`config.mk`:
```
export PLATFORM = sky130hd
export DESIGN_NAME = cv3_dp_flat
export DESIGN_NICKNAME = d
export VERILOG_FILES = /design/src/cv3_pkg.sv /design/src/cv3_if.sv /design/src/cv3_dp.sv /design/src/flat_wrapper.sv
export SDC_FILE = /design/constraint.sdc
export NUM_CORES = 2
export LEC_CHECK = 0
export ABC_AREA = 1
export BUFFER_PORTS_ARGS = -buffer_cell sky130_fd_sc_hd__buf_4
export CAP_MARGIN = 20
export CORE_MARGIN = 2
export CORE_UTILIZATION = 37
export CTS_CLUSTER_SIZE = 40
export DETAILED_ROUTE_END_ITERATION = 10
export HOLD_SLACK_MARGIN = 0.06
export PLACE_DENSITY = 0.52
export SYNTH_ARGS = -nofsm -noshare
export SYNTH_HDL_FRONTEND = slang
export SYNTH_SLANG_ARGS = --single-unit
```
`constraint.sdc`:
```
create_clock -name clk -period 12.2 [get_ports clk]
set_clock_uncertainty 0.05 [all_clocks]
set_input_delay 0.61 -clock clk [delete_from_list [all_inputs] [get_ports clk]]
set_output_delay 0.61 -clock clk [all_outputs]
set_load 0.01 [all_outputs]
```
`src/cv3_pkg.sv`:
```
// Package for the 3x3 convolution block: sizes, register codes, reset values,
// the pipeline structs and the row multiply-accumulate function.
// No dependencies.
`timescale 1ns / 1ps

package cv3_pkg;

    localparam int MAX_WIDTH  = 1024;
    localparam int MAX_HEIGHT = 1024;
    localparam int MIN_SIZE   = 3;

    // counter widths follow from the frame limits
    localparam int COL_W = $clog2(MAX_WIDTH);
    localparam int ROW_W = $clog2(MAX_HEIGHT);
    localparam int WSZ_W = $clog2(MAX_WIDTH + 1);
    localparam int HSZ_W = $clog2(MAX_HEIGHT + 1);

    localparam int PIX_W      = 8;
    localparam int COEF_W     = 8;
    localparam int KROW_W     = 3 * COEF_W;
    localparam int SIZE_W     = 11;
    localparam int POS_W      = 10;
    localparam int VAL_W      = 20;
    localparam int PROD_W     = COEF_W + PIX_W + 1;
    localparam int RSUM_W     = PROD_W + 1;
    localparam int CFG_IDX_W  = 3;
    localparam int CFG_DATA_W = 24;

    localparam logic [KROW_W-1:0] KERN_TOP_RST = 24'h00FF00;
    localparam logic [KROW_W-1:0] KERN_MID_RST = 24'hFF05FF;
    localparam logic [KROW_W-1:0] KERN_BOT_RST = 24'h00FF00;

    localparam logic ACT_PIXEL = 1'b0;
    localparam logic ACT_FLUSH = 1'b1;

    typedef enum logic [CFG_IDX_W-1:0] {
        CFG_KERN_TOP     = 3'd0,
        CFG_KERN_MID     = 3'd1,
        CFG_KERN_BOT     = 3'd2,
        CFG_FRAME_WIDTH  = 3'd3,
        CFG_FRAME_HEIGHT = 3'd4
    } cfg_idx_t;

    typedef struct packed {
        logic [KROW_W-1:0] kern_top;
        logic [KROW_W-1:0] kern_mid;
        logic [KROW_W-1:0] kern_bot;
        logic [WSZ_W-1:0]  width;
        logic [HSZ_W-1:0]  height;
    } cfg_t;

    // line buffer access issued when a pixel is taken
    typedef struct packed {
        logic             en;
        logic [COL_W-1:0] addr;
        logic [PIX_W-1:0] pixel;
    } lbuf_req_t;

    // first pipeline stage: one taken pixel or flush transaction
    typedef struct packed {
        logic             is_pix;
        logic             emit;
        logic             interior;
        logic             last;
        logic [ROW_W-1:0] row;
        logic [COL_W-1:0] col;
        logic [COL_W-1:0] addr;
        logic [PIX_W-1:0] pixel;
    } s1_t;

    typedef struct packed {
        logic s2_valid;
        logic s2_adv;
    } dp_stat_t;

    function automatic logic signed [RSUM_W-1:0] row_sum(
        input logic [KROW_W-1:0] k,
        input logic [PIX_W-1:0]  l,
        input logic [PIX_W-1:0]  c,
        input logic [PIX_W-1:0]  r
    );
        logic signed [COEF_W-1:0] kl;
        logic signed [COEF_W-1:0] kc;
        logic signed [COEF_W-1:0] kr;
        logic signed [PROD_W-1:0] pl;
        logic signed [PROD_W-1:0] pc;
        logic signed [PROD_W-1:0] pr;
        kl = k[COEF_W-1:0];
        kc = k[2*COEF_W-1:COEF_W];
        kr = k[3*COEF_W-1:2*COEF_W];
        pl = kl * $signed({1'b0, l});
        pc = kc * $signed({1'b0, c});
        pr = kr * $signed({1'b0, r});
        return {{(RSUM_W-PROD_W){pl[PROD_W-1]}}, pl}
             + {{(RSUM_W-PROD_W){pc[PROD_W-1]}}, pc}
             + {{(RSUM_W-PROD_W){pr[PROD_W-1]}}, pr};
    endfunction

endpackage

```
`src/cv3_if.sv`:
```


interface cv3_res_if import cv3_pkg::*; ();
    logic                    valid;
    logic                    ready;
    logic [POS_W-1:0]        result_row;
    logic [POS_W-1:0]        result_col;
    logic signed [VAL_W-1:0] value;
    logic                    frame_end;

    modport source (output valid, result_row, result_col, value, frame_end, input ready);
    modport sink (input valid, result_row, result_col, value, frame_end, output ready);
endinterface


```
`src/cv3_dp.sv`:
```
// Window registers, row multiply-accumulate stage and output register.
// Depends on cv3_pkg and cv3_if.
`timescale 1ns / 1ps

module cv3_dp import cv3_pkg::*; (
    input  logic             clk,
    input  logic             rst_n,
    input  cfg_t             regs,
    input  s1_t              s1,
    input  logic             s1_valid,
    input  logic [PIX_W-1:0] top,
    input  logic [PIX_W-1:0] mid,
    output logic             s1_adv,
    output dp_stat_t         stat,
    cv3_res_if.source        res
);

    logic [PIX_W-1:0]         win_reg [6];
    logic signed [RSUM_W-1:0] rs_top, rs_mid, rs_bot;
    logic signed [RSUM_W-1:0] rs_reg [3];
    logic [ROW_W-1:0]         s2_row_reg;
    logic [COL_W-1:0]         s2_col_reg;
    logic                     s2_last_reg;
    logic                     s2_valid_reg, s2_valid_next;
    logic                     s2_adv;
    logic                     s2_load;
    logic                     out_valid_reg, out_valid_next;
    logic [POS_W-1:0]         out_row_reg;
    logic [POS_W-1:0]         out_col_reg;
    logic signed [VAL_W-1:0]  out_value_reg, out_value_next;
    logic                     out_last_reg;

    assign s2_adv  = s2_valid_reg && (!out_valid_reg || res.ready);
    // a transaction with no result only needs to update the window
    assign s1_adv  = s1_valid && (!s1.emit || !s2_valid_reg || s2_adv);
    assign s2_load = s1_adv && s1.emit;

    assign rs_top = row_sum(regs.kern_top, win_reg[0], win_reg[3], top);
    assign rs_mid = row_sum(regs.kern_mid, win_reg[1], win_reg[4], mid);
    assign rs_bot = row_sum(regs.kern_bot, win_reg[2], win_reg[5], s1.pixel);

    assign out_value_next = {{(VAL_W-RSUM_W){rs_reg[0][RSUM_W-1]}}, rs_reg[0]}
                          + {{(VAL_W-RSUM_W){rs_reg[1][RSUM_W-1]}}, rs_reg[1]}
                          + {{(VAL_W-RSUM_W){rs_reg[2][RSUM_W-1]}}, rs_reg[2]};

    always_comb
    begin
        if (s2_load)
        begin
            s2_valid_next = 1'b1;
        end
        else if (s2_adv)
        begin
            s2_valid_next = 1'b0;
        end
        else
        begin
            s2_valid_next = s2_valid_reg;
        end

        if (s2_adv)
        begin
            out_valid_next = 1'b1;
        end
        else if (res.ready)
        begin
            out_valid_next = 1'b0;
        end
        else
        begin
            out_valid_next = out_valid_reg;
        end
    end

    always_ff @(posedge clk or negedge rst_n)
    begin
        if (!rst_n)
        begin
            for (int i = 0; i < 6; i++)
            begin
                win_reg[i] <= '0;
            end
            s2_valid_reg  <= 1'b0;
            out_valid_reg <= 1'b0;
        end
        else
        begin
            if (s1_adv && s1.is_pix)
            begin
                win_reg[0] <= win_reg[3];
                win_reg[1] <= win_reg[4];
                win_reg[2] <= win_reg[5];
                win_reg[3] <= top;
                win_reg[4] <= mid;
                win_reg[5] <= s1.pixel;
            end
            s2_valid_reg  <= s2_valid_next;
            out_valid_reg <= out_valid_next;
        end
    end

    always_ff @(posedge clk)
    begin
        if (s2_load)
        begin
            // border positions and flushed positions give zero
            rs_reg[0]   <= s1.interior ? rs_top : '0;
            rs_reg[1]   <= s1.interior ? rs_mid : '0;
            rs_reg[2]   <= s1.interior ? rs_bot : '0;
            s2_row_reg  <= s1.row;
            s2_col_reg  <= s1.col;
            s2_last_reg <= s1.last;
        end
        if (s2_adv)
        begin
            out_row_reg   <= POS_W'(s2_row_reg);
            out_col_reg   <= POS_W'(s2_col_reg);
            out_value_reg <= out_value_next;
            out_last_reg  <= s2_last_reg;
        end
    end

    assign res.valid      = out_valid_reg;
    assign res.result_row = out_row_reg;
    assign res.result_col = out_col_reg;
    assign res.value      = out_value_reg;
    assign res.frame_end  = out_last_reg;

    assign stat.s2_valid = s2_valid_reg;
    assign stat.s2_adv   = s2_adv;

endmodule

```
`src/flat_wrapper.sv`:
```
// flat-port wrapper written by rule: the top's interface ports become plain ports
module cv3_dp_flat import cv3_pkg::*;
  (clk, rst_n, regs, s1, s1_valid, top, mid, s1_adv, stat, res_valid, res_result_row, res_result_col, res_value, res_frame_end, res_ready);
  cv3_res_if res_i ();
  input  logic clk;
  input  logic rst_n;
  input  cfg_t regs;
  input  s1_t s1;
  input  logic s1_valid;
  input  logic [PIX_W-1:0] top;
  input  logic [PIX_W-1:0] mid;
  output logic s1_adv;
  output dp_stat_t stat;
  output wire logic [$bits(res_i.valid)-1:0] res_valid;
  output wire logic [$bits(res_i.result_row)-1:0] res_result_row;
  output wire logic [$bits(res_i.result_col)-1:0] res_result_col;
  output wire logic [$bits(res_i.value)-1:0] res_value;
  output wire logic [$bits(res_i.frame_end)-1:0] res_frame_end;
  input wire logic [$bits(res_i.ready)-1:0] res_ready;
  assign res_valid = res_i.valid;
  assign res_result_row = res_i.result_row;
  assign res_result_col = res_i.result_col;
  assign res_value = res_i.value;
  assign res_frame_end = res_i.frame_end;
  assign res_i.ready = res_ready;
  cv3_dp u_core (.clk(clk), .rst_n(rst_n), .regs(regs), .s1(s1), .s1_valid(s1_valid), .top(top), .mid(mid), .s1_adv(s1_adv), .stat(stat), .res(res_i));
endmodule
```
==> reports/metrics.cfg <==
[global_routing]
grt-ovfl-total = 0
grt_pass1_vias = 23600
antenna_found_initial = 0
grt_pass1_wl_mm = 123
track_usage_pct = 17.8
grt_max_degree = 76

[sta]
slew_headroom_pct = 34.0
max_clock_freq_mhz = 137
whs_ps = 196
drv_slew = 0
final.setup.tns_ps = 0
hold_violations = 0
period_needed_ps = 7310
period_share_pct = 59.9
tightest_slew_ps = 990
rsz0062_at_grt = no
finalSetupViolations = 0

[outcome]
outcome = completed

[setup_path]
rrSetupSlack_ps = 6840
arrival_ps = 7490
cpMostUsedCell = inv_1
slowest_stage = fa_1
slowest_delay_ps = 520
critPathCaptureType = flip-flop
r2r_cells = 19
start_kind = input pin
crit_start = s1[4]
worstReg2RegEnd = u_core.rs_reg[0][53]
r2r-start = u_core.win_reg[24]
crit_path_max_fanout = 8
path_class = in -> reg
worstPathRequired_ps = 12380

[cells_and_area]
fill_cells = 8958
stdcell_area_mm2 = 0.0342
syn2layout_area_growth_pct = 8.37
drive_gt1_share_pct = 6.14
largest_reg_flops = 54
antenna_cells = 0
layout.cells.non_filler = 5264
multi_input_area_mm2 = 0.0215
seq_area_mm2 = 0.00473
final_nets = 5142

[cts]
post-cts-setup-buffers = 0
cts_hold_buf = 0
root_buffer = clkbuf_16
clk-insertion-delay-late_ps = 490
cts.repair.resized = 0
clock_sinks = 166
cts_buffers = 17
cts_buffer_depth = 2
cts_tree = built
path_clk_slew_ps = 70
htree_num_levels = 4

[placement]
port_buffers = 168
placed_cell_area_mm2 = 0.0336
hpwl_mm = 62.7
dp_cells = 5232
gp_congestion = 0.857

[job]
max-cap-violations = 0

[floorplanning]
ios = 201
dieArea_mm2 = 0.0876
die_width_um = 296
core.rowCount = 107
initial_utilization_pct = 37.2
core_area_mm2 = 0.0849
die_h_um = 296

[drt]
wirelength_mm = 73.0
drc = 0
vias = 23000
wl_per_cell_um = 13.9
viasPerCell = 4.37
drt_pass1_iterations = 6
drt-initial-drc-count = 1198
ant_nets = 0

[synthesis]
synth-seq-area-share_pct = 15.0
yosys_most_used_dff = edfxtp_1
async_flop_share_pct = 30.1
synth_cell_type_count = 41
synthTopCellsByArea = fa_1 29%, ha_1 16%, inv_1 15%
synth_fp_nets = 5107
synthCells = 4072
postSynthAreaPerCell_um2 = 7.75
synth_warnings = 0
syn-cell-area_mm2 = 0.0316
synth.top_cell.area_share_pct = 29.4
synth-seq-cells = 166
synth_enable_flop_cells = 116
yosys.area.top_type = fa_1

[hold_path]
min-delay-path-class = in -> async

==> area by class of cell <==
class,instances,share of cell area [%]
multi-input combinational,2513,62.9
sequential,166,13.8
inverter,1238,13.6
tap,1144,4.19
timing repair buffer,171,3.75
clock buffer,17,1.24
clock inverter,15,0.520
==> cells in the final DEF (no fill, tap or decap), types with 19 or more instances in the layout <==
cell	Yosys	final
inv_1	1233	1232
o21ai_2	19	19
xor2_1	35	35
nor2_1	147	146
nand3_1	92	92
o21ai_0	40	40
ha_1	415	415
dfrtp_1	50	50
nand2_1	1089	1089
edfxtp_1	116	116
a21oi_1	106	106
buf_4	7	171
fa_1	464	464
==> worst max-delay path, delay by kind of cell <==
kind | cells | cell delay (ps)
XOR/XNOR | 1 | 320
AO/OA/AOI/OAI | 1 | 140
AND/OR/NAND/NOR | 7 | 580
adder cells (fa/ha/maj) | 13 | 5160
buffers and inverters | 11 | 630
==> how the worst max path moves through the flow <==
stage / depth (start not counted) / endpoint / slack (ps)
6_report: 33 / u_core.rs_reg[0][53] / 4890
4_1_cts: 28 / u_core.rs_reg[0][17] / 4930
3_5_place_dp: 28 / u_core.rs_reg[0][17] / 4400
3_3_place_gp: 28 / u_core.rs_reg[0][17] / 4410
2_1_floorplan: 29 / u_core.rs_reg[0][17] / 4890
5_1_grt: 33 / u_core.rs_reg[0][16] / 4460
==> per-layer routing <==
metal	share of wire [%]	GRT usage, %	wire, um	vias to the layer above
met3	2.8	1.58	2070	45
met1	49	25.3	36000	10800
met4	1.1	3.22	818	0
met2	47	29.7	34100	281
li1	-	-	-	11800
met5	0	0	0	-
==> Yosys cell counts, drive strengths merged, types with 4 or more instances <==
library cell,number
a31oi,4
nand3,93
and2,8
nand4,8
edfxtp,116
o21ai,72
or2,13
clkbuf,135
inv,1235
dfrtp,50
nor3,18
nor2,152
o21bai,4
ha,415
fa,464
xor2,35
xnor2,13
buf,20
a21oi,112
nand2,1092
==> stage by stage <==
| stage | setup slack [ps] | utilization, % |
|---|---|---|
| after floorplan | 4890 | - |
| after global placement | 4410 | 39.6 |
| after detailed placement | 4400 | 39.6 |
| after CTS | 4930 | 40.3 |
| after global routing | 4460 | 40.3 |
| final | 4890 | 40.3 |
==> logic make-up after synthesis <==
group | count (synthesis) | share of synthesized area (%)
simple gates | 1388 | 17.3
buf+inv | 1393 | 16.9
flops | 166 | 15.0
compound gates | 198 | 3.54
xor+xnor | 48 | 1.33
fa+ha+maj | 879 | 45.9
Power is not shown: default switching activity piles up to over one toggle a cycle in this logic, so the estimate is an artifact.
