==> src/cv3_pkg.sv <==
// Package for the 3x3 convolution block: sizes, register codes, reset values,
// the pipeline structs and the row multiply-accumulate function.
// No dependencies.
`timescale 1ns / 1ps

package cv3_pkg;

    localparam int MAX_WIDTH  = 1024;
    localparam int MAX_HEIGHT = 1024;
    localparam int MIN_SIZE   = 3;

    // counter widths follow from the frame limits
    localparam int COL_W = $clog2(MAX_WIDTH);
    localparam int ROW_W = $clog2(MAX_HEIGHT);
    localparam int WSZ_W = $clog2(MAX_WIDTH + 1);
    localparam int HSZ_W = $clog2(MAX_HEIGHT + 1);

    localparam int PIX_W      = 8;
    localparam int COEF_W     = 8;
    localparam int KROW_W     = 3 * COEF_W;
    localparam int SIZE_W     = 11;
    localparam int POS_W      = 10;
    localparam int VAL_W      = 20;
    localparam int PROD_W     = COEF_W + PIX_W + 1;
    localparam int RSUM_W     = PROD_W + 1;
    localparam int CFG_IDX_W  = 3;
    localparam int CFG_DATA_W = 24;

    localparam logic [KROW_W-1:0] KERN_TOP_RST = 24'h00FF00;
    localparam logic [KROW_W-1:0] KERN_MID_RST = 24'hFF05FF;
    localparam logic [KROW_W-1:0] KERN_BOT_RST = 24'h00FF00;

    localparam logic ACT_PIXEL = 1'b0;
    localparam logic ACT_FLUSH = 1'b1;

    typedef enum logic [CFG_IDX_W-1:0] {
        CFG_KERN_TOP     = 3'd0,
        CFG_KERN_MID     = 3'd1,
        CFG_KERN_BOT     = 3'd2,
        CFG_FRAME_WIDTH  = 3'd3,
        CFG_FRAME_HEIGHT = 3'd4
    } cfg_idx_t;

    typedef struct packed {
        logic [KROW_W-1:0] kern_top;
        logic [KROW_W-1:0] kern_mid;
        logic [KROW_W-1:0] kern_bot;
        logic [WSZ_W-1:0]  width;
        logic [HSZ_W-1:0]  height;
    } cfg_t;

    // line buffer access issued when a pixel is taken
    typedef struct packed {
        logic             en;
        logic [COL_W-1:0] addr;
        logic [PIX_W-1:0] pixel;
    } lbuf_req_t;

    // first pipeline stage: one taken pixel or flush transaction
    typedef struct packed {
        logic             is_pix;
        logic             emit;
        logic             interior;
        logic             last;
        logic [ROW_W-1:0] row;
        logic [COL_W-1:0] col;
        logic [COL_W-1:0] addr;
        logic [PIX_W-1:0] pixel;
    } s1_t;

    typedef struct packed {
        logic s2_valid;
        logic s2_adv;
    } dp_stat_t;

    function automatic logic signed [RSUM_W-1:0] row_sum(
        input logic [KROW_W-1:0] k,
        input logic [PIX_W-1:0]  l,
        input logic [PIX_W-1:0]  c,
        input logic [PIX_W-1:0]  r
    );
        logic signed [COEF_W-1:0] kl;
        logic signed [COEF_W-1:0] kc;
        logic signed [COEF_W-1:0] kr;
        logic signed [PROD_W-1:0] pl;
        logic signed [PROD_W-1:0] pc;
        logic signed [PROD_W-1:0] pr;
        kl = k[COEF_W-1:0];
        kc = k[2*COEF_W-1:COEF_W];
        kr = k[3*COEF_W-1:2*COEF_W];
        pl = kl * $signed({1'b0, l});
        pc = kc * $signed({1'b0, c});
        pr = kr * $signed({1'b0, r});
        return {{(RSUM_W-PROD_W){pl[PROD_W-1]}}, pl}
             + {{(RSUM_W-PROD_W){pc[PROD_W-1]}}, pc}
             + {{(RSUM_W-PROD_W){pr[PROD_W-1]}}, pr};
    endfunction

endpackage

==> src/cv3_if.sv <==


interface cv3_cfg_if import cv3_pkg::*; ();
    logic                  valid;
    logic                  ready;
    logic [CFG_IDX_W-1:0]  index;
    logic [CFG_DATA_W-1:0] data;

    modport source (output valid, index, data, input ready);
    modport sink (input valid, index, data, output ready);
endinterface

==> src/cv3_cfg.sv <==
// Configuration registers: kernel rows and frame size, clamped on write.
// Depends on cv3_pkg and cv3_if.
`timescale 1ns / 1ps

module cv3_cfg import cv3_pkg::*; (
    input  logic      clk,
    input  logic      rst_n,
    cv3_cfg_if.sink   cfg,
    output cfg_t      regs
);

    cfg_t regs_reg;
    cfg_t regs_next;

    function automatic logic [WSZ_W-1:0] clamp_w(input logic [SIZE_W-1:0] v);
        if (v < SIZE_W'(MIN_SIZE))
        begin
            return WSZ_W'(MIN_SIZE);
        end
        if (v > SIZE_W'(MAX_WIDTH))
        begin
            return WSZ_W'(MAX_WIDTH);
        end
        return WSZ_W'(v);
    endfunction

    function automatic logic [HSZ_W-1:0] clamp_h(input logic [SIZE_W-1:0] v);
        if (v < SIZE_W'(MIN_SIZE))
        begin
            return HSZ_W'(MIN_SIZE);
        end
        if (v > SIZE_W'(MAX_HEIGHT))
        begin
            return HSZ_W'(MAX_HEIGHT);
        end
        return HSZ_W'(v);
    endfunction

    assign cfg.ready = 1'b1;

    always_comb
    begin
        regs_next = regs_reg;
        if (cfg.valid)
        begin
            case (cfg_idx_t'(cfg.index))
                CFG_KERN_TOP:     regs_next.kern_top = cfg.data[KROW_W-1:0];
                CFG_KERN_MID:     regs_next.kern_mid = cfg.data[KROW_W-1:0];
                CFG_KERN_BOT:     regs_next.kern_bot = cfg.data[KROW_W-1:0];
                CFG_FRAME_WIDTH:  regs_next.width = clamp_w(cfg.data[SIZE_W-1:0]);
                CFG_FRAME_HEIGHT: regs_next.height = clamp_h(cfg.data[SIZE_W-1:0]);
                default:          regs_next = regs_reg;
            endcase
        end
    end

    always_ff @(posedge clk or negedge rst_n)
    begin
        if (!rst_n)
        begin
            regs_reg.kern_top <= KERN_TOP_RST;
            regs_reg.kern_mid <= KERN_MID_RST;
            regs_reg.kern_bot <= KERN_BOT_RST;
            regs_reg.width    <= WSZ_W'(MAX_WIDTH);
            regs_reg.height   <= HSZ_W'(MAX_HEIGHT);
        end
        else
        begin
            regs_reg <= regs_next;
        end
    end

    assign regs = regs_reg;

endmodule

==> src/flat_wrapper.sv <==
// flat-port wrapper written by rule: the top's interface ports become plain ports
module cv3_cfg_flat import cv3_pkg::*;
  (clk, rst_n, regs, cfg_valid, cfg_index, cfg_data, cfg_ready);
  cv3_cfg_if cfg_i ();
  input  logic clk;
  input  logic rst_n;
  output cfg_t regs;
  input wire logic [$bits(cfg_i.valid)-1:0] cfg_valid;
  input wire logic [$bits(cfg_i.index)-1:0] cfg_index;
  input wire logic [$bits(cfg_i.data)-1:0] cfg_data;
  output wire logic [$bits(cfg_i.ready)-1:0] cfg_ready;
  assign cfg_i.valid = cfg_valid;
  assign cfg_i.index = cfg_index;
  assign cfg_i.data = cfg_data;
  assign cfg_ready = cfg_i.ready;
  cv3_cfg u_core (.clk(clk), .rst_n(rst_n), .cfg(cfg_i), .regs(regs));
endmodule
==> config.mk <==
export PLATFORM = sky130hd
export DESIGN_NAME = cv3_cfg_flat
export DESIGN_NICKNAME = d
export VERILOG_FILES = /design/src/cv3_pkg.sv /design/src/cv3_if.sv /design/src/cv3_cfg.sv /design/src/flat_wrapper.sv
export SDC_FILE = /design/constraint.sdc
export NUM_CORES = 1
export LEC_CHECK = 0
export ABC_AREA = 1
export BUFFER_PORTS_ARGS = -buffer_cell sky130_fd_sc_hd__buf_2
export CAP_MARGIN = 20
export CORE_MARGIN = 2
export CORE_UTILIZATION = 32
export DETAILED_ROUTE_END_ITERATION = 10
export SYNTH_ARGS = -nofsm -noshare
export SYNTH_HDL_FRONTEND = slang
export SYNTH_SLANG_ARGS = --single-unit
==> constraint.sdc <==
create_clock -name clk -period 0.85 [get_ports clk]
set_input_delay 0.1275 -clock clk [delete_from_list [all_inputs] [get_ports clk]]
set_output_delay 0.1275 -clock clk [all_outputs]
set_load 0.05 [all_outputs]
==> results.md <==
Floorplanning:
- The initial cell density of the core is 0.3272.
- 125 I/O pins were placed.
- The full die area is 0.01256 mm^2.
- The chip height is 112.1 um.
- The total core area is 0.01142 mm^2.
- The site row count is 39.
- From left edge to right edge, the die measures 112.1 um.

Synth:
- The yosys synthesis warning count is 0.
- The cell with the most instances after synthesis is sky130_fd_sc_hd__nand2_1.
- The synthesized flop and latch total is 94.
- Sorting the synthesized cells by how often they occur yields sky130_fd_sc_hd__nand2_1, sky130_fd_sc_hd__dfrtp_1, sky130_fd_sc_hd__o21ai_0.
- The share of synthesized flip-flops with an asynchronous set or reset is 1.000.
- The part of the Yosys area used for sequential elements is 0.6417.
- The count of unique library cells instantiated by Yosys is 19.
- The largest area contributor in the synthesized netlist is sky130_fd_sc_hd__dfrtp_1.
- The post-synthesis cell count is 376.
- The proportion of netlist area held by the largest area contributor is 0.3885.
- The number of enable flip-flop cells after synthesis is 0.
- The netlist area before placement is 0.003736 mm^2.
- The synthesized area per cell is 9.936 um^2.
- Counting every net in the synthesized netlist gives 406.
- Among all flip-flop cells after synthesis, the most frequent one is sky130_fd_sc_hd__dfrtp_1.
- Sorting the synthesized cells by area gives the leading types as sky130_fd_sc_hd__dfrtp_1, sky130_fd_sc_hd__dfstp_2, sky130_fd_sc_hd__nand2_1, sky130_fd_sc_hd__o21ai_0, sky130_fd_sc_hd__buf_6.

Route:
- The detailed-route via count is 3,143.
- The antenna violation net count after detailed routing is 0.
- The number of detailed-route iterations in the first pass is 4.
- In this run, the number of DRC markers left after iteration 0 of detailed routing was 191.
- After detailed routing, the number of remaining DRC violations is 0.
- The routed length per instance is 14.57 um.
- Summed over all layers, the routed wires come to 10,240 um.
- The routed via count divided by cell count is 4.471.

Setup path:
- The delay of the slowest cell on the worst path is 0.56 ns.
- The number of buffers and inverters on the critical path is 1.
- The gate family responsible for the most delay along the worst path is flip-flops.
- The sort of element at the end of the critical path is a primary output.
- The category of the critical setup timing path is flip-flop to primary output.
- STA classifies the critical path startpoint as a flip-flop.
- The critical path goes through buf_8.
- For the worst setup path, the data arrival time is 1.05 ns.
- For this design, the slowest cell found on the critical path is sky130_fd_sc_hd__dfstp_2.
- Of all nets on the critical path, the largest fanout is 2.
- The worst path required time is 0.72 ns.

Placed design:
- Port buffering added 123 buffers.
- The HPWL after detailed placement is 6969 um.
- At the end of routability-driven placement, the weighted congestion stood at 0.7820.

Global route:
- The wire length of the first global-routing pass is 16,740 um.
- The pin count of the biggest net entering global routing is 30.
- The total global routing overflow is 0.
- The number of antenna violations at the first check in global routing came to 0.
- The number of global-route vias before repair is 3,232.
- For this run, the total global-route usage over all layers was measured as 0.1691.

Final layout:
- Summing all multi-input logic gate instances after layout gives 0.001095 mm^2.
- The repair_antennas step left the layout with diodes totalling 0.
- The sequential cells in the finished layout cover a total of 0.002434 mm^2.
- The area growth from synthesis to layout is 63.90%.
- In the final layout, the share of cells above drive strength 1 is 0.5214.
- The flip-flop count of the largest register after layout is 94.
- The final layout net count is 585.
- The number of fill cells in the layout is 1,016.

Outcome:
- The flow ran to the end, but the final reports show violations.
- The checks that failed: setup timing.

Clocking:
- The H-tree was split into 3 levels.
- Clock tree synthesis found a total of 94 sinks.
- Clock-pin slew was measured on the worst setup and hold paths at 0.06 ns.
- The insertion delay to the later sink of the worst-skew pair is 0.34 ns.
- The maximum number of buffers from clock root to sink is 2.
- TritonCTS built the clock tree.
- The total clock buffers created by CTS is 9.
- The tree is rooted in a sky130_fd_sc_hd__clkbuf_16.

Power:
- The maximum ir drop on the vdd rail is 1768 uV.
- The leakage power total is 3.011 nW.
- Dividing total power by cell area gives a power density of 2882 mW/mm^2.

Job:
- Across the run, the number of max-cap violations was 0.

Timing:
- The final number of hold-violating endpoints is 0.
- The max-slew violation count is 0.
- The clock skew after layout is 0 ns.
- The smallest setup slack after layout is -0.3230 ns.
- Final hold analysis gives a worst-case slack of 0.03550 ns.
- For the finished layout, the period the worst path requires is 1.173 ns.
- The accumulated negative setup slack is -21.28 ns.
- The final number of setup-violating endpoints is 94.
- The maximum clock rate is 852.5 MHz.
- Dividing the final minimum period by the clock period gives 1.380.
- Setup repair after global routing could not meet its margin everywhere.

Hold path:
- The class of the worst hold path is primary input to flip-flop.
## cells by family (layout without fill, tap and decap cells)
kind of cell | after synthesis | count (layout) | share of synthesized area
other cells | 1 | 1 | 0.001004
compound gates | 76 | 76 | 0.1182
simple gates | 157 | 157 | 0.1691
buf+inv | 48 | 232 | 0.07000
flops | 94 | 94 | 0.6417
## metrics by stage
| step | cell area (um^2) | instances | setup WS [ns] | total power [W] | util |
|---|---|---|---|---|---|
| global route | 6123 | 703 | -0.3567 | 0.01843 | 0.5363 |
| CTS | 6026 | 694 | -0.3422 | 0.01766 | 0.5277 |
| global placement | 4807 | 660 | -0.2676 | 0.01109 | 0.4210 |
| floorplan | 3785 | 376 | -0.03915 | 0.009791 | - |
| finish | 6123 | 703 | -0.3230 | 0.01765 | 0.5363 |
| detailed placement | 4807 | 660 | -0.2861 | 0.01117 | 0.4210 |
## placed cells by master, fill, tap and decap left out, types with 2 or more instances in the layout
master,count
sky130_fd_sc_hd__nand3_1,17
sky130_fd_sc_hd__nand2_2,3
sky130_fd_sc_hd__inv_1,26
sky130_fd_sc_hd__nand3_2,3
sky130_fd_sc_hd__buf_12,8
sky130_fd_sc_hd__buf_2,28
sky130_fd_sc_hd__clkbuf_16,9
sky130_fd_sc_hd__clkbuf_8,2
sky130_fd_sc_hd__o21ai_0,18
sky130_fd_sc_hd__buf_4,53
sky130_fd_sc_hd__bufinv_16,3
sky130_fd_sc_hd__nor2_2,2
sky130_fd_sc_hd__o21ai_1,44
sky130_fd_sc_hd__nand2_1,122
sky130_fd_sc_hd__dfrtp_2,29
sky130_fd_sc_hd__nor2_1,9
sky130_fd_sc_hd__buf_8,38
sky130_fd_sc_hd__dfrtp_1,29
sky130_fd_sc_hd__o21ai_2,12
sky130_fd_sc_hd__dfstp_2,36
sky130_fd_sc_hd__buf_6,58
sky130_fd_sc_hd__clkinvlp_4,4
## what timing repair did
| item | CTS | global route |
|---|---|---|
| setup endpoints to repair | 94 | 109 |
| endpoints found under the hold margin | 61 | 0 |
| gates cloned | 0 | 1 |
| hold buffers | 1 | 0 |
| buffers inserted | 17 | 9 |
| pin swaps | 0 | 1 |
| resized for setup | 224 | 11 |
## metal layers
layer / vias up / wire, um / track usage
met5: - / 0 / 0
met4: 0 / 181 / 0.05935
met3: 10 / 481 / 0.04104
met2: 85 / 5051 / 0.2780
met1: 1492 / 4526 / 0.2204
li1: 1556 / - / -
## cell type report
cell class / instances / area share
clock inverter: 5 / 0.01716
timing repair buffer: 186 / 0.3155
clock buffer: 11 / 0.04127
tap: 143 / 0.02922
sequential: 94 / 0.3974
timing repair inverter: 1 / 0.0008173
inverter: 29 / 0.01982
multi-input combinational: 234 / 0.1788
## report_power, final
group | total (W) | switching [W] | internal [W] | leakage, nW
combinational | 0.00666 | 0.00406 | 0.00260 | 1.76
clock | 0.00472 | 0.00169 | 0.00304 | 0.168
sequential | 0.00626 | 0.000689 | 0.00557 | 1.08
## worst paths after layout
path / from / endpoint / slack [ns] / cells after the start
max: u_core.regs[21]$_DFFE_PN1P_ / regs[21] / -0.32 / 1
min: cfg_data[16] / u_core.regs[62]$_DFFE_PN1P_ / 0.04 / 3
max reg2reg: u_core.regs[14]$_DFFE_PN0P_ / u_core.regs[14]$_DFFE_PN0P_ / 0.02 / 4
min reg2reg: u_core.regs[78]$_DFFE_PN1P_ / u_core.regs[78]$_DFFE_PN1P_ / 0.48 / 2
max in group asynchronous: rst_n / u_core.regs[65]$_DFFE_PN1P_ / 0.16 / 3
min in group asynchronous: rst_n / u_core.regs[22]$_DFFE_PN0P_ / 0.19 / 2
Power figures use the tool's default switching activity.
