`src/cv3_pkg.sv`:
```
// Package for the 3x3 convolution block: sizes, register codes, reset values,
// the pipeline structs and the row multiply-accumulate function.
// No dependencies.
`timescale 1ns / 1ps

package cv3_pkg;

    localparam int MAX_WIDTH  = 1024;
    localparam int MAX_HEIGHT = 1024;
    localparam int MIN_SIZE   = 3;

    // counter widths follow from the frame limits
    localparam int COL_W = $clog2(MAX_WIDTH);
    localparam int ROW_W = $clog2(MAX_HEIGHT);
    localparam int WSZ_W = $clog2(MAX_WIDTH + 1);
    localparam int HSZ_W = $clog2(MAX_HEIGHT + 1);

    localparam int PIX_W      = 8;
    localparam int COEF_W     = 8;
    localparam int KROW_W     = 3 * COEF_W;
    localparam int SIZE_W     = 11;
    localparam int POS_W      = 10;
    localparam int VAL_W      = 20;
    localparam int PROD_W     = COEF_W + PIX_W + 1;
    localparam int RSUM_W     = PROD_W + 1;
    localparam int CFG_IDX_W  = 3;
    localparam int CFG_DATA_W = 24;

    localparam logic [KROW_W-1:0] KERN_TOP_RST = 24'h00FF00;
    localparam logic [KROW_W-1:0] KERN_MID_RST = 24'hFF05FF;
    localparam logic [KROW_W-1:0] KERN_BOT_RST = 24'h00FF00;

    localparam logic ACT_PIXEL = 1'b0;
    localparam logic ACT_FLUSH = 1'b1;

    typedef enum logic [CFG_IDX_W-1:0] {
        CFG_KERN_TOP     = 3'd0,
        CFG_KERN_MID     = 3'd1,
        CFG_KERN_BOT     = 3'd2,
        CFG_FRAME_WIDTH  = 3'd3,
        CFG_FRAME_HEIGHT = 3'd4
    } cfg_idx_t;

    typedef struct packed {
        logic [KROW_W-1:0] kern_top;
        logic [KROW_W-1:0] kern_mid;
        logic [KROW_W-1:0] kern_bot;
        logic [WSZ_W-1:0]  width;
        logic [HSZ_W-1:0]  height;
    } cfg_t;

    // line buffer access issued when a pixel is taken
    typedef struct packed {
        logic             en;
        logic [COL_W-1:0] addr;
        logic [PIX_W-1:0] pixel;
    } lbuf_req_t;

    // first pipeline stage: one taken pixel or flush transaction
    typedef struct packed {
        logic             is_pix;
        logic             emit;
        logic             interior;
        logic             last;
        logic [ROW_W-1:0] row;
        logic [COL_W-1:0] col;
        logic [COL_W-1:0] addr;
        logic [PIX_W-1:0] pixel;
    } s1_t;

    typedef struct packed {
        logic s2_valid;
        logic s2_adv;
    } dp_stat_t;

    function automatic logic signed [RSUM_W-1:0] row_sum(
        input logic [KROW_W-1:0] k,
        input logic [PIX_W-1:0]  l,
        input logic [PIX_W-1:0]  c,
        input logic [PIX_W-1:0]  r
    );
        logic signed [COEF_W-1:0] kl;
        logic signed [COEF_W-1:0] kc;
        logic signed [COEF_W-1:0] kr;
        logic signed [PROD_W-1:0] pl;
        logic signed [PROD_W-1:0] pc;
        logic signed [PROD_W-1:0] pr;
        kl = k[COEF_W-1:0];
        kc = k[2*COEF_W-1:COEF_W];
        kr = k[3*COEF_W-1:2*COEF_W];
        pl = kl * $signed({1'b0, l});
        pc = kc * $signed({1'b0, c});
        pr = kr * $signed({1'b0, r});
        return {{(RSUM_W-PROD_W){pl[PROD_W-1]}}, pl}
             + {{(RSUM_W-PROD_W){pc[PROD_W-1]}}, pc}
             + {{(RSUM_W-PROD_W){pr[PROD_W-1]}}, pr};
    endfunction

endpackage

```
`src/cv3_ctrl.sv`:
```
// Position tracking for input and output, frame end and flush handling,
// and the first pipeline stage. Depends on cv3_pkg.
`timescale 1ns / 1ps

module cv3_ctrl import cv3_pkg::*; (
    input  logic             clk,
    input  logic             rst_n,
    input  cfg_t             regs,
    input  logic             acc,
    input  logic             action,
    input  logic [PIX_W-1:0] pixel,
    input  logic             s1_adv,
    output lbuf_req_t        lbuf,
    output s1_t              s1,
    output logic             s1_valid
);

    logic [HSZ_W-1:0] in_row_reg,  in_row_next;
    logic [COL_W-1:0] in_col_reg,  in_col_next;
    logic [ROW_W-1:0] out_row_reg, out_row_next;
    logic [COL_W-1:0] out_col_reg, out_col_next;
    logic             s1_valid_reg, s1_valid_next;
    s1_t              s1_reg, s1_next;

    logic             frame_in;
    logic             take_pix;
    logic             take_flush;
    logic             gives;
    logic             emit;
    logic [COL_W:0]   w_ext;
    logic [ROW_W:0]   h_ext;
    logic [COL_W:0]   in_col_inc;
    logic             in_wrap;
    logic [COL_W:0]   out_col_inc;
    logic [ROW_W:0]   out_row_inc;
    logic             out_wrap;
    logic [ROW_W:0]   out_row_new;
    logic             done;
    logic             last;
    logic             interior;

    assign w_ext = (COL_W+1)'(regs.width);
    assign h_ext = (ROW_W+1)'(regs.height);

    assign frame_in   = in_row_reg >= regs.height;
    assign take_pix   = acc && (action == ACT_PIXEL) && !frame_in;
    assign take_flush = acc && (action == ACT_FLUSH) && frame_in;
    assign gives      = (in_row_reg >= HSZ_W'(2))
                      || ((in_row_reg == HSZ_W'(1)) && (in_col_reg != '0));
    assign emit       = take_flush || (take_pix && gives);

    assign in_col_inc  = {1'b0, in_col_reg} + 1'b1;
    assign in_wrap     = in_col_inc >= w_ext;
    assign out_col_inc = {1'b0, out_col_reg} + 1'b1;
    assign out_row_inc = {1'b0, out_row_reg} + 1'b1;
    assign out_wrap    = out_col_inc >= w_ext;
    assign out_row_new = out_wrap ? out_row_inc : {1'b0, out_row_reg};
    assign done        = out_row_new >= h_ext;
    assign last        = (out_row_inc >= h_ext) && out_wrap;
    assign interior    = take_pix && (out_row_reg != '0) && (out_row_inc < h_ext)
                       && (out_col_reg != '0) && (out_col_inc < w_ext);

    always_comb
    begin
        in_row_next  = in_row_reg;
        in_col_next  = in_col_reg;
        out_row_next = out_row_reg;
        out_col_next = out_col_reg;
        if (take_pix)
        begin
            if (in_wrap)
            begin
                in_col_next = '0;
                in_row_next = in_row_reg + 1'b1;
            end
            else
            begin
                in_col_next = in_col_inc[COL_W-1:0];
            end
        end
        if (emit)
        begin
            out_col_next = out_wrap ? '0 : out_col_inc[COL_W-1:0];
            out_row_next = out_row_new[ROW_W-1:0];
            // last position delivered: the next pixel opens a new frame
            if (done)
            begin
                in_row_next  = '0;
                in_col_next  = '0;
                out_row_next = '0;
                out_col_next = '0;
            end
        end
    end

    always_comb
    begin
        s1_next          = s1_reg;
        s1_next.is_pix   = take_pix;
        s1_next.emit     = emit;
        s1_next.interior = interior;
        s1_next.last     = last;
        s1_next.row      = out_row_reg;
        s1_next.col      = out_col_reg;
        s1_next.addr     = in_col_reg;
        s1_next.pixel    = pixel;

        if (take_pix || take_flush)
        begin
            s1_valid_next = 1'b1;
        end
        else if (s1_adv)
        begin
            s1_valid_next = 1'b0;
        end
        else
        begin
            s1_valid_next = s1_valid_reg;
        end
    end

    always_ff @(posedge clk or negedge rst_n)
    begin
        if (!rst_n)
        begin
            in_row_reg   <= '0;
            in_col_reg   <= '0;
            out_row_reg  <= '0;
            out_col_reg  <= '0;
            s1_valid_reg <= 1'b0;
        end
        else
        begin
            in_row_reg   <= in_row_next;
            in_col_reg   <= in_col_next;
            out_row_reg  <= out_row_next;
            out_col_reg  <= out_col_next;
            s1_valid_reg <= s1_valid_next;
        end
    end

    always_ff @(posedge clk)
    begin
        if (take_pix || take_flush)
        begin
            s1_reg <= s1_next;
        end
    end

    assign lbuf.en    = take_pix;
    assign lbuf.addr  = in_col_reg;
    assign lbuf.pixel = pixel;
    assign s1         = s1_reg;
    assign s1_valid   = s1_valid_reg;

endmodule

```
`config.mk`:
```
export PLATFORM = sky130hd
export DESIGN_NAME = cv3_ctrl
export DESIGN_NICKNAME = d
export VERILOG_FILES = /design/src/cv3_pkg.sv /design/src/cv3_ctrl.sv
export SDC_FILE = /design/constraint.sdc
export NUM_CORES = 1
export LEC_CHECK = 0
export BUFFER_PORTS_ARGS = -buffer_cell sky130_fd_sc_hd__buf_2
export CORE_AREA = 4 4 122 124
export CTS_CLUSTER_SIZE = 30
export DETAILED_ROUTE_END_ITERATION = 10
export DIE_AREA = 0 0 126 128
export PLACE_DENSITY = 0.74
export REMOVE_ABC_BUFFERS = 1
export SLEW_MARGIN = 0
export SYNTH_ARGS = -nofsm -noshare
export SYNTH_HDL_FRONTEND = slang
export SYNTH_SLANG_ARGS = --single-unit
export TNS_END_PERCENT = 100
```
`constraint.sdc`:
```
create_clock -name clk -period 5.65 [get_ports clk]
set_input_delay 0.565 -clock clk [delete_from_list [all_inputs] [get_ports clk]]
set_output_delay 0.565 -clock clk [all_outputs]
set_load 0.02 [all_outputs]
```
==> results.rst <==
.. list-table::
   :header-rows: 1

   * - Metric
     - Value
   * - CP startpoint kind
     - flip-flop
   * - Final antenna diode count
     - 0
   * - Total half-perimeter wirelength after legalization and detailed placement
     - 9.07 mm
   * - Die H
     - 128 um
   * - Pre-antenna DRT Iters
     - 4
   * - Footprint of the multi-input gates
     - 0.00279 mm2
   * - Hold Vio Cnt, Final
     - 0
   * - Maximum resistive drop on vdd
     - 0.133 mV
   * - Clock tree sinks
     - 84
   * - Area fraction of the dominant cell type after synthesis
     - 23.2%
   * - Reg2reg setup slack
     - 0.70 ns
   * - Remaining max-slew budget at the tightest pin
     - 22.1%
   * - Clock skew
     - 0.00775 ns
   * - Fraction of layout instances using a drive strength above 1
     - 21.7%
   * - Hold buffers post-CTS
     - 0
   * - TritonCTS Buffers
     - 9
   * - Flip-flop and latch count after synthesis
     - 84
   * - First-pass GRT wire length
     - 20.3 mm
   * - Data required, critical path
     - 5.87 ns
   * - Routed via count divided by cell count
     - 5.26
   * - Critical Path Fanout Max
     - 15
   * - Top cell family by delay on the critical path
     - simple AND/OR/NAND/NOR gates
   * - Std-Cell Core Area
     - 0.0138 mm2
   * - Critical Path End Type
     - flip-flop
   * - Total area of sequential cells
     - 0.00231 mm2
   * - Leading post-synthesis cells by cell area
     - sky130_fd_sc_hd__edfxtp_1 23%, sky130_fd_sc_hd__dfrtp_1 19%, sky130_fd_sc_hd__ha_1 15%
   * - Worst-case clock buffer depth
     - 2
   * - Setup repair after global routing missed its margin
     - false
   * - Crit share post-route
     - 87.5%
   * - Source-to-sink clock delay at the later pin of the worst-skew pair
     - 0.34 ns
   * - Cell breakdown of the critical path
     - ha_1 > and3_1 > nand3_1 > nor2_1 > xor2_1 > ha_1 > nand4_1 > nor3_1 > a21o_1 > nand2_1 > xnor2_1 > ha_1 > nand2_1 > o21ai_0 > a31oi_1 > o21ai_1 > nor2_1 > buf_4 > and4b_1 > a221o_1
   * - Path type of the worst setup path
     - flip-flop to flip-flop
   * - Total number of vias
     - 4268
   * - Number of warnings issued by yosys
     - 0
   * - Dominant cell by count in the synthesized netlist
     - sky130_fd_sc_hd__ha_1
   * - DRC marker count from the first detailed-route iteration
     - 288
   * - Remaining Overflow, GRT
     - 0
   * - Area Growth Syn to Fin
     - 15.7%
   * - Top cells by instance count after synthesis
     - 64 x sky130_fd_sc_hd__ha_1, 50 x sky130_fd_sc_hd__nand2_1, 42 x sky130_fd_sc_hd__dfrtp_1, 42 x sky130_fd_sc_hd__edfxtp_1, 39 x sky130_fd_sc_hd__a21oi_1
   * - Count of standard-cell rows
     - 43
   * - Count of filler cells inserted in the layout
     - 1345
   * - Worst-case setup slack after placement
     - 0.697 ns
   * - Top flip-flop cell by instance count after synthesis
     - sky130_fd_sc_hd__edfxtp_1
   * - Routed wire per std cell
     - 15.3 um
   * - Reg clk slew, reported paths
     - 0.07 ns
   * - Minimum setup slack in the final design
     - 0.703 ns
   * - Layout net count
     - 798
   * - Top cell by count, worst path
     - sky130_fd_sc_hd__ha_1
   * - Minimum hold slack
     - 0.383 ns
   * - Master of the slowest instance on the critical path
     - sky130_fd_sc_hd__o21ai_1
   * - Clk Tree Root Cell
     - sky130_fd_sc_hd__clkbuf_16
   * - EDFF count, synth
     - 42
   * - Slowest cell delay on critical path
     - 0.47 ns
   * - CP Buf/Inv Count
     - 1
   * - Final core utilization
     - 45.6%
   * - Via count of the first global-routing pass
     - 4032
   * - Total of max-cap violations
     - 0
   * - Final number of setup-violating endpoints
     - 0
   * - Crit path DAT
     - 5.17 ns
   * - Synthesized area per cell
     - 9.94 um2
   * - Post-Synthesis Cells
     - 546
   * - Number of flip-flops under the largest register name
     - 42
   * - Total routed wirelength
     - 12.4 mm
   * - Outcome
     - finished, final reports clean
   * - Total count of max-transition violations in the final report
     - 0
   * - Horizontal die dimension
     - 126 um
   * - Share of synthesized area occupied by flip-flops and latches
     - 42.6%
   * - Worst-margin pin slew
     - 1.17 ns
   * - Post-synth top area cell
     - sky130_fd_sc_hd__edfxtp_1
   * - Static Leakage
     - 2.87 nW
   * - TritonCTS clock tree
     - done
   * - Fin crit period
     - 4.95 ns
   * - Async S/R FF share, synth
     - 50.0%
   * - Remaining design rule violation count
     - 0
   * - Unique cell type count in the Yosys netlist
     - 56
   * - Clock H-tree levels
     - 3
   * - Post-CTS repair timing setup buffer count
     - 0
   * - GR Util All Layers
     - 15.7%
   * - Min-delay worst type
     - primary input to async pin
   * - Final TNS setup
     - 0 ns
   * - Maximum operating frequency
     - 0.202 GHz
   * - Maximum number of pins on one net before global-route repair
     - 44
   * - Port Buf Inserts
     - 96
   * - Starting Density
     - 39.4%
   * - Number of antenna violations at the first check in global routing
     - 0
   * - Post-detailed-route count of antenna-violating nets
     - 0
   * - Quantity of gates resized following cts
     - 0
   * - Post-synthesis instance area
     - 0.00543 mm2
   * - Power per cell area
     - 298 mW/mm2
   * - Final weighted congestion in routability-driven placement
     - 0.856
   * - Area of the die
     - 0.0161 mm2
   * - Top-level I/O count
     - 169
[cell usage in the layout, fill, tap and decap left out, types with 10 or more instances in the layout]
master                     instances
sky130_fd_sc_hd__a21o_1           12
sky130_fd_sc_hd__nor2_1           26
sky130_fd_sc_hd__dfrtp_1          42
sky130_fd_sc_hd__xnor2_1          16
sky130_fd_sc_hd__nor3_1           10
sky130_fd_sc_hd__nand4_1          12
sky130_fd_sc_hd__xor2_1           13
sky130_fd_sc_hd__ha_1             64
sky130_fd_sc_hd__o21ai_0          27
sky130_fd_sc_hd__nand2_1          50
sky130_fd_sc_hd__edfxtp_1         42
sky130_fd_sc_hd__inv_1            35
sky130_fd_sc_hd__and3_1           12
sky130_fd_sc_hd__a21oi_1          39
sky130_fd_sc_hd__nand3_1          26
sky130_fd_sc_hd__buf_2            96
[power breakdown]
group | internal, mW | leakage [nW] | total (mW) | switching [mW]
logic | 0.192 | 1.81 | 0.470 | 0.278
clock network | 0.369 | 0.146 | 0.610 | 0.241
registers | 0.714 | 0.911 | 0.791 | 0.0766
total | 1.27 | 2.87 | 1.87 | 0.595
[routing by layer]
metal  global-route usage [%]  part of all wire (%)  wire length (um)  up-vias
met5                        0                     0                 0        -
met4                     5.05                   1.4               170        0
met3                     3.46                   7.0               874       13
met2                     23.8                    44              5450      127
met1                     22.4                    48              5940     2003
li1                         -                     -                 -     2125
[area by class of cell]
cell class	count	share of cell area (%)
tap	180	3.58
sequential	84	36.8
clock buffer	13	4.14
timing repair buffer	100	8.12
inverter	37	2.21
clock inverter	3	0.737
multi-input combinational	395	44.4
[metrics by stage]
step / cell area [um2] / std cells / total power, mW
final: 6280 / 812 / 1.87
after global routing: 6280 / 812 / 1.99
after CTS: 6280 / 812 / 1.89
after detailed placement: 5980 / 796 / 1.27
after global placement: 5980 / 796 / 1.26
after floorplan: 5240 / 516 / 1.11
[cells by family (layout without fill, tap and decap cells)]
group / count (synthesis) / after routing / share of synthesized area, %
XOR/XNOR: 29 / 29 / 4.68
flip-flops: 84 / 84 / 42.6
buffers and inverters: 67 / 153 / 6.04
adder cells (fa/ha/maj): 64 / 64 / 14.7
AO/OA/AOI/OAI: 118 / 118 / 14.2
AND/OR/NAND/NOR: 184 / 184 / 17.8
[worst paths after layout]
path / cells past startpoint / end / startpoint
max in group asynchronous: 1 / out_col_reg[7]$_DFFE_PN0N_ / rst_n
min in group clk: 1 / s1[4]$_DFFE_PP_ / pixel[4]
min: 1 / out_row_reg[6]$_DFFE_PN0N_ / rst_n
max: 20 / out_col_reg[2]$_DFFE_PN0N_ / out_col_reg[0]$_DFFE_PN0N_
max reg2reg: 20 / out_col_reg[2]$_DFFE_PN0N_ / out_col_reg[0]$_DFFE_PN0N_
min reg2reg: 1 / s1_valid$_DFFE_PN0P_ / s1_valid$_DFFE_PN0P_
[worst reg2reg max path, cell delays in order (launching register included)]
cell and delay [ns]:
sky130_fd_sc_hd__dfrtp_1 0.45, sky130_fd_sc_hd__ha_1 0.26, sky130_fd_sc_hd__and3_1 0.21, sky130_fd_sc_hd__nand3_1 0.19, sky130_fd_sc_hd__nor2_1 0.18, sky130_fd_sc_hd__xor2_1 0.10
sky130_fd_sc_hd__ha_1 0.30, sky130_fd_sc_hd__nand4_1 0.11, sky130_fd_sc_hd__nor3_1 0.36, sky130_fd_sc_hd__a21o_1 0.35, sky130_fd_sc_hd__nand2_1 0.15, sky130_fd_sc_hd__xnor2_1 0.16
sky130_fd_sc_hd__ha_1 0.31, sky130_fd_sc_hd__nand2_1 0.05, sky130_fd_sc_hd__o21ai_0 0.28, sky130_fd_sc_hd__a31oi_1 0.14, sky130_fd_sc_hd__o21ai_1 0.47, sky130_fd_sc_hd__nor2_1 0.08
sky130_fd_sc_hd__buf_4 0.20, sky130_fd_sc_hd__and4b_1 0.21, sky130_fd_sc_hd__a221o_1 0.27
Note: power is estimated with default switching activity, not from simulation.
